<file path="config.mk">
export PLATFORM = sky130hd
export DESIGN_NAME = sha1_message_digest_unit
export DESIGN_NICKNAME = d
export VERILOG_FILES = /design/src/rtl/core/s1md_pkg.sv /design/src/rtl/core/sha1_message_digest_unit.sv /design/src/rtl/core/s1md_front.sv /design/src/rtl/core/s1md_compress.sv /design/src/rtl/core/s1md_back.sv
export SDC_FILE = /design/constraint.sdc
export NUM_CORES = 2
export LEC_CHECK = 0
export ABC_AREA = 1
export BUFFER_PORTS_ARGS = -buffer_cell sky130_fd_sc_hd__clkbuf_2
export CAP_MARGIN = 0
export CELL_PAD_IN_SITES_DETAIL_PLACEMENT = 0
export CELL_PAD_IN_SITES_GLOBAL_PLACEMENT = 1
export CORE_MARGIN = 4
export CORE_UTILIZATION = 48
export DETAILED_ROUTE_END_ITERATION = 8
export GPL_ROUTABILITY_DRIVEN = 0
export GPL_TIMING_DRIVEN = 0
export HOLD_SLACK_MARGIN = 0.06
export PLACE_DENSITY_LB_ADDON = 0.1
export SLEW_MARGIN = 20
export SYNTH_ARGS = -nofsm -noshare
export SYNTH_HDL_FRONTEND = slang
export SYNTH_HIERARCHICAL = 1
export SYNTH_SLANG_ARGS = --single-unit
</file>
<file path="constraint.sdc">
create_clock -name clock -period 18.2 [get_ports clock]
set_input_delay 2.73 -clock clock [delete_from_list [all_inputs] [get_ports clock]]
set_output_delay 2.73 -clock clock [all_outputs]
set_load 0.01 [all_outputs]
</file>
<file path="src/rtl/core/s1md_pkg.sv">
// Shared types, constants and helper functions for the SHA-1 digest unit.
// Used by the front queue, the compression core, the back controller and the top level.
// Has no dependencies.
package s1md_pkg;

   localparam int WORD_W      = 32;
   localparam int DIGEST_WORDS = 5;
   localparam int BLOCK_W     = 512;
   localparam int SCHED_WORDS = 16;
   localparam int ROUNDS      = 80;
   localparam int QUEUE_DEPTH = 2;

   localparam logic [7:0] PAD_MARK = 8'h80;
   localparam logic [2:0] LAST_INDEX = 3'd4;

   typedef logic [WORD_W-1:0] word_type;
   typedef logic [DIGEST_WORDS-1:0][WORD_W-1:0] chain_type;

   typedef struct packed {
      logic [7:0] data_byte;
      logic       byte_present;
      logic       end_of_message;
   } item_type;

   typedef struct packed {
      logic start;
      logic reinit;
   } cmp_ctl_type;

   typedef enum logic [2:0] {
      ST_DATA,
      ST_MARK,
      ST_ZERO,
      ST_LEN,
      ST_FLUSH,
      ST_EMIT
   } state_type;

   function automatic chain_type init_chain();
      chain_type c;
      c[0] = 32'h67452301;
      c[1] = 32'hEFCDAB89;
      c[2] = 32'h98BADCFE;
      c[3] = 32'h10325476;
      c[4] = 32'hC3D2E1F0;
      return c;
   endfunction

   function automatic word_type round_k(input logic [6:0] round);
      word_type k;
      if (round < 7'd20) begin
         k = 32'h5A827999;
      end else if (round < 7'd40) begin
         k = 32'h6ED9EBA1;
      end else if (round < 7'd60) begin
         k = 32'h8F1BBCDC;
      end else begin
         k = 32'hCA62C1D6;
      end
      return k;
   endfunction

endpackage

</file>
<file path="src/rtl/core/sha1_message_digest_unit.sv">
// Flow: the back end packs each byte word into the current block; a full 64-byte block keeps
// the compression core busy. The byte that completes the next block waits until the core is
// free, so a long message is bound by the core. After the end word the padding bytes (up to
// 72) are written, each full padding block is compressed, the back end waits for the core to
// finish, then sends five digest words, one per cycle when the consumer is ready.
// Reset is synchronous and restores the initial chaining words and an empty message.
module sha1_message_digest_unit (
   input  logic        clock,
   input  logic        reset,
   input  logic        req_valid,
   output logic        req_ready,
   input  logic [7:0]  req_data_byte,
   input  logic        req_byte_present,
   input  logic        req_end_of_message,
   output logic        rsp_valid,
   input  logic        rsp_ready,
   output logic [31:0] rsp_digest_word,
   output logic [2:0]  rsp_word_index,
   output logic        rsp_last_word
);
   import s1md_pkg::*;

   item_type           req_item;
   logic               q_valid;
   item_type           q_item;
   logic               q_pop;
   cmp_ctl_type        cmp_ctl;
   logic [BLOCK_W-1:0] cmp_block;
   logic               cmp_busy;
   chain_type          chain;

   assign req_item.data_byte      = req_data_byte;
   assign req_item.byte_present   = req_byte_present;
   assign req_item.end_of_message = req_end_of_message;

   s1md_front u_front (
      .clock     (clock),
      .reset     (reset),
      .req_valid (req_valid),
      .req_ready (req_ready),
      .req_item  (req_item),
      .q_valid   (q_valid),
      .q_item    (q_item),
      .q_pop     (q_pop)
   );

   s1md_compress u_compress (
      .clock (clock),
      .reset (reset),
      .ctl   (cmp_ctl),
      .block (cmp_block),
      .busy  (cmp_busy),
      .chain (chain)
   );

   s1md_back u_back (
      .clock           (clock),
      .reset           (reset),
      .q_valid         (q_valid),
      .q_item          (q_item),
      .q_pop           (q_pop),
      .cmp_ctl         (cmp_ctl),
      .cmp_block       (cmp_block),
      .cmp_busy        (cmp_busy),
      .chain           (chain),
      .rsp_valid       (rsp_valid),
      .rsp_ready       (rsp_ready),
      .rsp_digest_word (rsp_digest_word),
      .rsp_word_index  (rsp_word_index),
      .rsp_last_word   (rsp_last_word)
   );

endmodule

</file>
<file path="src/rtl/core/s1md_front.sv">
// Front end of the SHA-1 digest unit: accepts request words and queues the ones
// that carry a byte or an end mark. Depends on s1md_pkg.
module s1md_front (
   input  logic               clock,
   input  logic               reset,
   input  logic               req_valid,
   output logic               req_ready,
   input  s1md_pkg::item_type req_item,
   output logic               q_valid,
   output s1md_pkg::item_type q_item,
   input  logic               q_pop
);
   import s1md_pkg::*;

   item_type   entry_ff [QUEUE_DEPTH];
   logic       wr_ff, wr_in;
   logic       rd_ff, rd_in;
   logic [1:0] count_ff, count_in;
   logic       push;
   logic       pop;

   // Words with neither a byte nor an end mark change nothing and are dropped here.
   always_comb begin
      req_ready = (count_ff != 2'(QUEUE_DEPTH));
      push      = req_valid && req_ready &&
                  (req_item.byte_present || req_item.end_of_message);
      q_valid   = (count_ff != 2'd0);
      q_item    = entry_ff[rd_ff];
      pop       = q_pop && q_valid;
      wr_in     = push ? ~wr_ff : wr_ff;
      rd_in     = pop ? ~rd_ff : rd_ff;
      count_in  = count_ff + {1'b0, push} - {1'b0, pop};
   end

   always_ff @(posedge clock) begin
      if (reset) begin
         wr_ff    <= 1'b0;
         rd_ff    <= 1'b0;
         count_ff <= 2'd0;
      end else begin
         wr_ff    <= wr_in;
         rd_ff    <= rd_in;
         count_ff <= count_in;
      end
   end

   always_ff @(posedge clock) begin
      if (push) begin
         entry_ff[wr_ff] <= req_item;
      end
   end

endmodule

</file>
<file path="src/rtl/core/s1md_compress.sv">
// SHA-1 compression core: one round per cycle with a rolling 16-word schedule,
// plus a final step to fold the result into the chaining words. Depends on s1md_pkg.
module s1md_compress (
   input  logic                        clock,
   input  logic                        reset,
   input  s1md_pkg::cmp_ctl_type       ctl,
   input  logic [s1md_pkg::BLOCK_W-1:0] block,
   output logic                        busy,
   output s1md_pkg::chain_type         chain
);
   import s1md_pkg::*;

   chain_type chain_ff, chain_in;
   word_type  w_ff [SCHED_WORDS];
   word_type  w_in [SCHED_WORDS];
   word_type  a_ff, b_ff, c_ff, d_ff, e_ff;
   word_type  a_in, b_in, c_in, d_in, e_in;
   logic [6:0] round_ff, round_in;
   logic      busy_ff, busy_in;
   word_type  f;
   word_type  t;
   word_type  w_mix;

   always_comb begin
      chain_in = chain_ff;
      busy_in  = busy_ff;
      round_in = round_ff;
      a_in = a_ff;
      b_in = b_ff;
      c_in = c_ff;
      d_in = d_ff;
      e_in = e_ff;
      for (int i = 0; i < SCHED_WORDS; i++) begin
         w_in[i] = w_ff[i];
      end

      if (round_ff < 7'd20) begin
         f = (b_ff & c_ff) | (~b_ff & d_ff);
      end else if (round_ff < 7'd40) begin
         f = b_ff ^ c_ff ^ d_ff;
      end else if (round_ff < 7'd60) begin
         f = (b_ff & c_ff) | (b_ff & d_ff) | (c_ff & d_ff);
      end else begin
         f = b_ff ^ c_ff ^ d_ff;
      end
      t     = {a_ff[26:0], a_ff[31:27]} + f + e_ff + round_k(round_ff) + w_ff[0];
      w_mix = w_ff[13] ^ w_ff[8] ^ w_ff[2] ^ w_ff[0];

      if (ctl.start) begin
         busy_in  = 1'b1;
         round_in = 7'd0;
         a_in = chain_ff[0];
         b_in = chain_ff[1];
         c_in = chain_ff[2];
         d_in = chain_ff[3];
         e_in = chain_ff[4];
         for (int i = 0; i < SCHED_WORDS; i++) begin
            w_in[i] = block[(SCHED_WORDS-1-i)*WORD_W +: WORD_W];
         end
      end else if (busy_ff && (round_ff == 7'(ROUNDS))) begin
         busy_in     = 1'b0;
         chain_in[0] = chain_ff[0] + a_ff;
         chain_in[1] = chain_ff[1] + b_ff;
         chain_in[2] = chain_ff[2] + c_ff;
         chain_in[3] = chain_ff[3] + d_ff;
         chain_in[4] = chain_ff[4] + e_ff;
      end else if (busy_ff) begin
         round_in = round_ff + 7'd1;
         a_in = t;
         b_in = a_ff;
         c_in = {b_ff[1:0], b_ff[31:2]};
         d_in = c_ff;
         e_in = d_ff;
         for (int i = 0; i < SCHED_WORDS-1; i++) begin
            w_in[i] = w_ff[i+1];
         end
         w_in[SCHED_WORDS-1] = {w_mix[30:0], w_mix[31]};
      end else if (ctl.reinit) begin
         chain_in = init_chain();
      end
   end

   always_ff @(posedge clock) begin
      if (reset) begin
         busy_ff  <= 1'b0;
         chain_ff <= init_chain();
      end else begin
         busy_ff  <= busy_in;
         chain_ff <= chain_in;
      end
   end

   always_ff @(posedge clock) begin
      round_ff <= round_in;
      a_ff <= a_in;
      b_ff <= b_in;
      c_ff <= c_in;
      d_ff <= d_in;
      e_ff <= e_in;
      for (int i = 0; i < SCHED_WORDS; i++) begin
         w_ff[i] <= w_in[i];
      end
   end

   assign busy  = busy_ff;
   assign chain = chain_ff;

endmodule

</file>
<file path="src/rtl/core/s1md_back.sv">
// Back end of the SHA-1 digest unit: packs bytes into blocks, generates padding
// and the length trailer, and sends out the digest words. Depends on s1md_pkg.
module s1md_back (
   input  logic                         clock,
   input  logic                         reset,
   input  logic                         q_valid,
   input  s1md_pkg::item_type           q_item,
   output logic                         q_pop,
   output s1md_pkg::cmp_ctl_type        cmp_ctl,
   output logic [s1md_pkg::BLOCK_W-1:0] cmp_block,
   input  logic                         cmp_busy,
   input  s1md_pkg::chain_type          chain,
   output logic                         rsp_valid,
   input  logic                         rsp_ready,
   output logic [31:0]                  rsp_digest_word,
   output logic [2:0]                   rsp_word_index,
   output logic                         rsp_last_word
);
   import s1md_pkg::*;

   state_type          state_ff, state_in;
   logic [5:0]         pos_ff, pos_in;
   logic [63:0]        bits_ff, bits_in;
   logic [63:0]        len_ff, len_in;
   logic [2:0]         lcnt_ff, lcnt_in;
   logic [2:0]         widx_ff, widx_in;
   logic [BLOCK_W-1:0] block_ff, block_in;
   logic               rsp_valid_ff, rsp_valid_in;
   word_type           rsp_word_ff, rsp_word_in;
   logic [2:0]         rsp_idx_ff, rsp_idx_in;
   logic               rsp_last_ff, rsp_last_in;
   logic               can_put;
   logic               put_en;
   logic [7:0]         put_byte;

   always_comb begin
      state_in     = state_ff;
      bits_in      = bits_ff;
      len_in       = len_ff;
      lcnt_in      = lcnt_ff;
      widx_in      = widx_ff;
      rsp_valid_in = rsp_valid_ff;
      rsp_word_in  = rsp_word_ff;
      rsp_idx_in   = rsp_idx_ff;
      rsp_last_in  = rsp_last_ff;
      put_en       = 1'b0;
      put_byte     = 8'h00;
      q_pop        = 1'b0;
      cmp_ctl      = '0;
      // The byte that completes a block must wait until the core is free.
      can_put      = !((pos_ff == 6'd63) && cmp_busy);

      if (rsp_valid_ff && rsp_ready) begin
         rsp_valid_in = 1'b0;
      end

      unique case (state_ff)
         ST_DATA: begin
            if (q_valid && (!q_item.byte_present || can_put)) begin
               q_pop = 1'b1;
               if (q_item.byte_present) begin
                  put_en   = 1'b1;
                  put_byte = q_item.data_byte;
                  bits_in  = bits_ff + 64'd8;
               end
               if (q_item.end_of_message) begin
                  state_in = ST_MARK;
               end
            end
         end
         ST_MARK: begin
            if (can_put) begin
               put_en   = 1'b1;
               put_byte = PAD_MARK;
               len_in   = bits_ff;
               lcnt_in  = 3'd0;
               state_in = (pos_ff == 6'd55) ? ST_LEN : ST_ZERO;
            end
         end
         ST_ZERO: begin
            if (can_put) begin
               put_en = 1'b1;
               if (pos_ff == 6'd55) begin
                  state_in = ST_LEN;
               end
            end
         end
         ST_LEN: begin
            if (can_put) begin
               put_en   = 1'b1;
               put_byte = len_ff[63:56];
               len_in   = {len_ff[55:0], 8'h00};
               lcnt_in  = lcnt_ff + 3'd1;
               if (lcnt_ff == 3'd7) begin
                  state_in = ST_FLUSH;
               end
            end
         end
         ST_FLUSH: begin
            if (!cmp_busy) begin
               widx_in  = 3'd0;
               state_in = ST_EMIT;
            end
         end
         ST_EMIT: begin
            if (!rsp_valid_ff || rsp_ready) begin
               rsp_valid_in = 1'b1;
               rsp_word_in  = chain[widx_ff];
               rsp_idx_in   = widx_ff;
               rsp_last_in  = (widx_ff == LAST_INDEX);
               widx_in      = widx_ff + 3'd1;
               if (widx_ff == LAST_INDEX) begin
                  cmp_ctl.reinit = 1'b1;
                  bits_in        = 64'd0;
                  state_in       = ST_DATA;
               end
            end
         end
         default: begin
            state_in = ST_DATA;
         end
      endcase

      block_in      = put_en ? {block_ff[BLOCK_W-9:0], put_byte} : block_ff;
      pos_in        = put_en ? pos_ff + 6'd1 : pos_ff;
      cmp_ctl.start = put_en && (pos_ff == 6'd63);
      cmp_block     = block_in;
   end

   always_ff @(posedge clock) begin
      if (reset) begin
         state_ff     <= ST_DATA;
         pos_ff       <= 6'd0;
         bits_ff      <= 64'd0;
         rsp_valid_ff <= 1'b0;
      end else begin
         state_ff     <= state_in;
         pos_ff       <= pos_in;
         bits_ff      <= bits_in;
         rsp_valid_ff <= rsp_valid_in;
      end
   end

   always_ff @(posedge clock) begin
      len_ff      <= len_in;
      lcnt_ff     <= lcnt_in;
      widx_ff     <= widx_in;
      block_ff    <= block_in;
      rsp_word_ff <= rsp_word_in;
      rsp_idx_ff  <= rsp_idx_in;
      rsp_last_ff <= rsp_last_in;
   end

   assign rsp_valid       = rsp_valid_ff;
   assign rsp_digest_word = rsp_word_ff;
   assign rsp_word_index  = rsp_idx_ff;
   assign rsp_last_word   = rsp_last_ff;

   a_start_idle: assert property (@(posedge clock) disable iff (reset)
      cmp_ctl.start |-> !cmp_busy)
      else $error("Compression started while the core was busy.");

   a_len_slot: assert property (@(posedge clock) disable iff (reset)
      (state_ff == ST_LEN) |-> (pos_ff >= 6'd56))
      else $error("Length trailer placed outside the last eight bytes of a block.");

   a_emit_clean: assert property (@(posedge clock) disable iff (reset)
      (state_ff == ST_EMIT) |-> ((pos_ff == 6'd0) && !cmp_busy))
      else $error("Digest sent before the final block was folded in.");

endmodule
</file>
**Yosys cells after proc, flatten, opt, wreduce, memory -nomap -nowiden**

Memories as Yosys holds them, arrays and structs flattened. A register that Yosys moved wholly into a read port is not among the register bits.
Cells that the tools add are included.

- $add $sub $neg: 16
- Order comparisons: 4
- Eq/ne operators: 24
- Mux-type cells: 79
- Bitwise operators: 17
- Reduce and logical (&&, ||, !) cells: 31

Operators with widths:

| operator | number |
|---|---|
| 512-bit 2-to-1 mux | 4 |
| 32-bit 2-to-1 mux | 21 |
| 160-bit 2-to-1 mux | 3 |
| 64-bit 2-to-1 mux | 6 |
| 32-bit adder | 9 |
| 64-bit one-hot mux with 2 select lines | 2 |
| 32-bit XOR | 5 |
| 32-bit AND | 4 |
| 32-bit binary-select mux with 3-bit select | 1 |
| 32-bit bitwise OR | 3 |
| 64-bit by 4-bit adder with 64-bit output, second input constant | 1 |
| 3-bit 2-to-1 mux | 14 |
| 8-bit 2-to-1 mux | 4 |
| 32-bit inverter | 1 |
| 31-bit 2-to-1 mux | 1 |
| 8-bit one-hot mux with 3 select lines | 1 |
| 1-bit 2-to-1 mux | 18 |
| 3-bit one-hot mux with 6 select lines | 1 |
| 2-bit != test, second input constant | 8 |
| 7-bit by 6-bit less-than comparator with 1-bit output, second input constant | 2 |
| 2-bit nonzero test | 7 |
| 3-bit == test, second input constant | 4 |
| 6-bit == test, second input constant | 2 |
| 2-bit by 1-bit != test with 1-bit output, second input constant | 6 |
| 22 further kinds | 43 |

- Bits in registers: 1024
- RAM bits: 532
- Bits of input ports: 14
- Output and inout port bits: 38
- Word-level logic and storage cells: 199
- Memories: 2

Memory list:

| name | words | width | read ports | clocked after memory_dff | wr ports | RTL line | RTL |
|---|---|---|---|---|---|---|---|
| u_compress.w_ff | 16 | 32 | 16 | 0 | 16 | s1md_compress.sv:14 | `word_type w_ff [SCHED_WORDS];` |
| u_front.entry_ff | 2 | 10 | 1 | 1 | 1 | s1md_front.sv:15 | `item_type entry_ff [QUEUE_DEPTH];` |

**Depth between registers and ports, before layout**

- Word-level depth: 13
- Depth in mapped cells: 28
- Mapped depth without buffers: 27

**Modules after synthesis**

The synthesis kept the hierarchy.

By module, submodules not included:

| module | times used | cells an instance | area an instance (µm²) | sequential area each (µm²) |
|---|---|---|---|---|
| s1md_compress | 1 | 6968 | 53039.6 | 23542.6 |
| s1md_back | 1 | 3268 | 26320.2 | 14764.2 |
| s1md_front | 1 | 69 | 1036.0 | 700.7 |

**Worst setup path after synthesis**

OpenSTA, ideal clock, no wires.

- Path kind: register to register
- Start point: register (tool-made name)
- End point: register u_compress.a_ff[0] (enable)
- Library setup time: 1017 ps
- Data arrival time: 14689 ps
- Data required time: 17183 ps
- Setup slack: 2494 ps
- Stages on the path, launching flop included: 11
- Path buffers: 2
- Period minus slack after synthesis: 15706 ps
- Cell sequence: dfxtp_1 buf_6 mux2_4 nand3_1 nand3_2 nand2_4 buf_2 nand3_1 nor2_1 nor2_4 inv_1

RTL lines:

| item | RTL line | RTL |
|---|---|---|
| to (signal assigned) | s1md_compress.sv:95 | `a_ff <= a_in;` |
| to (decl) | s1md_compress.sv:16 | `word_type a_ff, b_ff, c_ff, d_ff, e_ff;` |

**Final worst setup path**

- Start point: register u_compress.round_ff[5]
- End point: register u_compress.a_ff[30], data pin

- Cells in the longest elaborated chain, start to end: 11
- Elaborated cells between the ends (all ways): 16
- Those cells by class: add/sub (4); order compare (3); mux (9)

Ends and longest elaborated chain:

| item | RTL line | RTL |
|---|---|---|
| from (decl) | s1md_compress.sv:18 | `logic [6:0] round_ff, round_in;` |
| from (signal assigned) | s1md_compress.sv:94 | `round_ff <= round_in;` |
| 7-bit by 6-bit less-than comparator with 1-bit output | s1md_pkg.sv:55, s1md_compress.sv:41 |  |
| 32-bit 2-to-1 mux | s1md_compress.sv:41 | `end else if (round_ff < 7'd60) begin` |
| 32-bit 2-to-1 mux | s1md_compress.sv:39 | `end else if (round_ff < 7'd40) begin` |
| 32-bit 2-to-1 mux | s1md_compress.sv:37 | `if (round_ff < 7'd20) begin` |
| 32-bit adder (2 in series) | s1md_compress.sv:46 | `t = {a_ff[26:0], a_ff[31:27]} + f + e_ff + round_k(round_ff) + w_ff[0];` |
| 32-bit adder (*) (2 in series) | s1md_compress.sv:46 |  |
| 32-bit 2-to-1 mux (*) | s1md_compress.sv:67 | `end else if (busy_ff) begin` |
| 32-bit 2-to-1 mux (*) | s1md_compress.sv:60 | `end else if (busy_ff && (round_ff == 7'(ROUNDS))) begin` |
| 32-bit 2-to-1 mux (*) | s1md_compress.sv:49 | `if (ctl.start) begin` |
| net u_compress.a_in[30] | s1md_compress.sv:17 | `word_type a_in, b_in, c_in, d_in, e_in;` |

The timed path passes the listed nets; every way through them passes the cells marked *. The select of a mux whose other input is x is not followed.
A chain may end at the register's enable or synchronous reset.

==> flow_metrics.tcl <==
set metrics [dict create \
    cts-buffers-inserted 168 \
    cts.root.buffer_cell "clkbuf_16" \
    std_cell_rows 149 \
    die_w_um 417 \
    worst_hold_path_type "flop to flop" \
    critPathMaxFanout 11 \
    timing.slew.headroom_pct 16.9 \
    post_synthesis_mean_instance_area_um2 7.80 \
    postSynthNetCount 10600 \
    crit_chain "nand2_1 > nor2_1 > nor2_1 > nand2_2 > nand2_4 > buf_2 > o22ai_1 > nor2_1 > fa_1 > fa_1 > inv_1 > fa_1 > inv_1 > ha_1 > nand2_1 > nor3_1 > nand2_1 > nor2_1 > nand2_1 > nand2_1 > nand2_1 > nand3_1 > nand2_1" \
    cts_tree "done" \
    critical_path_top_delay_cell "nor2_1" \
    route.final.wire_length_mm 308 \
    crit_type "flop to flop" \
    ant_nets 0 \
    rrSetupSlack_ns 11.58 \
    startpoint_type "flop" \
    clock-sinks 1551 \
    power-per-cell-area_nw_per_um2 109 \
    synth.distinct_cells 55 \
    layout_min_cycle_time_ns 6.62 \
    dp_hpwl_mm 242 \
    nets 10900 \
    final.setup.worst_slack_ns 11.58 \
    clock-skew-final_ns 0.0470 \
    critical_path.n_buffers_inverters 3 \
    cap_violations 0 \
    final_setup_violation_count 0 \
    effective_utilization_at_floorplan_pct 48.5 \
    dp_worst_setup_slack_ns 11.88 \
    post-cts-setup-buffer-count 0 \
    synth-async-reset-ratio_pct 0 \
    synth.cells.most_frequent "4,195 x nand2_1, 1,205 x inv_1, 795 x edfxtp_1, 756 x dfxtp_1, 557 x o21ai_0" \
    synth_top_family_by_area "simple AND/OR/NAND/NOR gates" \
    drt-wirelength-per-cell_um 23.9 \
    floorplan.core_area_um2 166000 \
    worst-slew-pin-transition_ns 1.25 \
    synth_area_um2 80400 \
    synthTopCellsByArea "edfxtp_1 30%, nand2_1 20%, dfxtp_1 19%" \
    vias_in_the_first_global_route 67000 \
    synth_sequential_area_ratio_pct 48.5 \
    synth-adder-area-share_pct 6.27 \
    critPathTopFamily "simple AND/OR/NAND/NOR gates" \
    dr_total_vias 71500 \
    dieArea_um2 174000 \
    overflow_left_after_global_routing 0 \
    global_route.usage.total_pct 34.5 \
    synth_seq_cells 1551 \
    status "completed" \
    drt_first_iter_violations 9152 \
    p_leak_nw 38.1 \
    synth-compound-area-share_pct 9.06 \
    finalHoldViolCount 0 \
    post-route-drc-count 0 \
    synth_most_common_cell "nand2_1" \
    synthesis.instances 10300 \
    critical-path-max-stage-delay_ns 0.64 \
    unrepaired_setup_endpoints_after_global_routing "false" \
    cts_max_path_buffers 3 \
    io_buffers 51 \
    clock_latency_on_the_worst_skew_pair_ns 0.84 \
    worst-endpoint-required_ns 18.74 \
    fmaxAchievable_mhz 151 \
    number_of_enable_flip_flop_cells_after_synthesis 795 \
    post-route-cell-area_um2 89500 \
    avgViaCountPerCell 5.55 \
    final.period_utilization_pct 36.4 \
    synth-main-ff-cell "edfxtp_1" \
    cts_hold_repair.buffers 0 \
    path_common_cell "nand2_1" \
    post_synthesis_share_of_cell_area_spent_on_xor_and_xnor_gates_pct 1.62 \
    mux_contribution_to_synthesized_area_pct 0.187 \
    cts_htree_levels 4 \
    power_mw 9.71 \
    crit_arrival_ns 7.15 \
    post-synth-top-area-cell "edfxtp_1" \
    post_route_cells_drive_above_1_share_pct 6.25 \
    ios 52 \
    kind_of_capture_point_of_the_worst_setup_path "flop" \
    synth_simple_gate_area_share_pct 26.1 \
    post_cts_resized 0 \
    layout-area-overhead-vs-synth_pct 11.3 \
    yosys_warnings 6 \
    grt_pass1_wl_mm 441 \
    detailed_place.area_um2 83700 \
    die_h_um 417 \
    synth_top_area_share_pct 29.7 \
    maximum_number_of_pins_on_one_net_before_global_route_repair 112 \
    finalMaxSlewViolations 0 \
    clk_pin_slew_ns 0.07 \
    number_of_antenna_violations_at_the_first_check_in_global_routing 15 \
    drt_pass1_iterations 7 \
    vdd_drop_max_mv 0.0940 \
]
==> registers in the layout, summed over array words and instances (netlist names), 7 cells and up, named ones only <==
register                cells
u_back/block_ff           512
u_compress/w_ff           512
u_compress/chain          160
u_back/bits_ff             61
u_back/len_ff              61
u_back/rsp_digest_word     32
u_compress/a_ff            32
u_compress/b_ff            32
u_compress/c_ff            32
u_compress/d_ff            32
u_compress/e_ff            32
u_front/entry_ff           20
u_compress/round_ff         7
==> worst reg2reg max path: cells and delay by family, from the launching register on <==
family	cells	cell delay [ns]
simple gates	15	3.34
fa+ha+maj	4	1.91
buf+inv	3	0.56
flops	1	0.36
compound gates	1	0.15
==> worst paths after layout <==
path / cells past startpoint / endpoint / startpoint
worst max register to register: 23 / u_compress/a_ff[30]$_DFFE_PP_ / u_compress/round_ff[5]$_SDFFE_PP0P_
worst min register to register: 2 / u_back/block_ff[511]$_DFF_P_ / u_back/block_ff[511]$_DFF_P_
worst max-delay path: 23 / u_compress/a_ff[30]$_DFFE_PP_ / u_compress/round_ff[5]$_SDFFE_PP0P_
worst min-delay path: 2 / u_back/block_ff[511]$_DFF_P_ / u_back/block_ff[511]$_DFF_P_
==> logic make-up (layout without fill, tap and decap cells) <==
| group | after synthesis | after routing |
|---|---|---|
| simple gates | 5286 | 5286 |
| buf+inv | 1612 | 1998 |
| flops | 1551 | 1551 |
| compound gates | 1369 | 1369 |
| fa+ha+maj | 328 | 328 |
| xor+xnor | 149 | 149 |
| mux | 10 | 10 |
| other cells | 0 | 5 |
==> power breakdown <==
group          internal (mW)  switching (mW)  total, mW
combinational          0.484            1.38       1.86
clock                   2.02            1.52       3.54
sequential              4.11           0.193       4.31
==> layer usage <==
metal	track usage, %	vias up	share of wire [%]
li1	-	33400	-
met1	47.4	33700	41
met2	52.1	3618	43
met3	7.11	695	11
met4	16.5	10	5.8
met5	0	-	0.022
==> metrics by stage <==
step | hold slack, ns | instances | setup TNS, ns | utilization [%]
after floorplan | 0.416 | 10300 | 0 | -
after global placement | 0.433 | 12500 | -3105.57 | 50.3
after detailed placement | 0.432 | 12600 | 0 | 50.5
after CTS | 0.448 | 12900 | 0 | 54.0
after global routing | 0.471 | 12900 | 0 | 54.0
final | 0.452 | 12900 | 0 | 54.0
==> cell usage in the layout, fill, tap and decap left out, drive strengths merged, types with 10 or more instances in the layout <==
cell type  synthesis  routed
nand2           4212    4212
inv             1218    1225
edfxtp           795     795
o21ai            786     786
dfxtp            756     756
a21oi            466     466
nor2             433     433
clkbuf           147     425
nand3            414     414
buf              245     262
ha               203     203
fa               125     125
xnor2            107     107
nand4             73      73
nor3              72      72
clkinv             2      69
xor2              42      42
or2               33      33
a221o             32      32
o21bai            30      30
and2              20      20
a221oi            16      16
bufinv             0      12
o22ai             11      11
nand3b            11      11
nor4              11      11
mux2              10      10
==> cell type report <==
class	instances	area, µm²
Fill cell	16000	76300
Sequential cell	1551	39000
Multi-Input combinational cell	7142	34800
Clock buffer	227	4750
Inverter	1220	4590
Tap cell	2189	2740
Buffer	392	2020
Clock inverter	91	981
Timing Repair Buffer	68	547
Antenna cell	5	12.5
(Power assumes the default switching activity.)
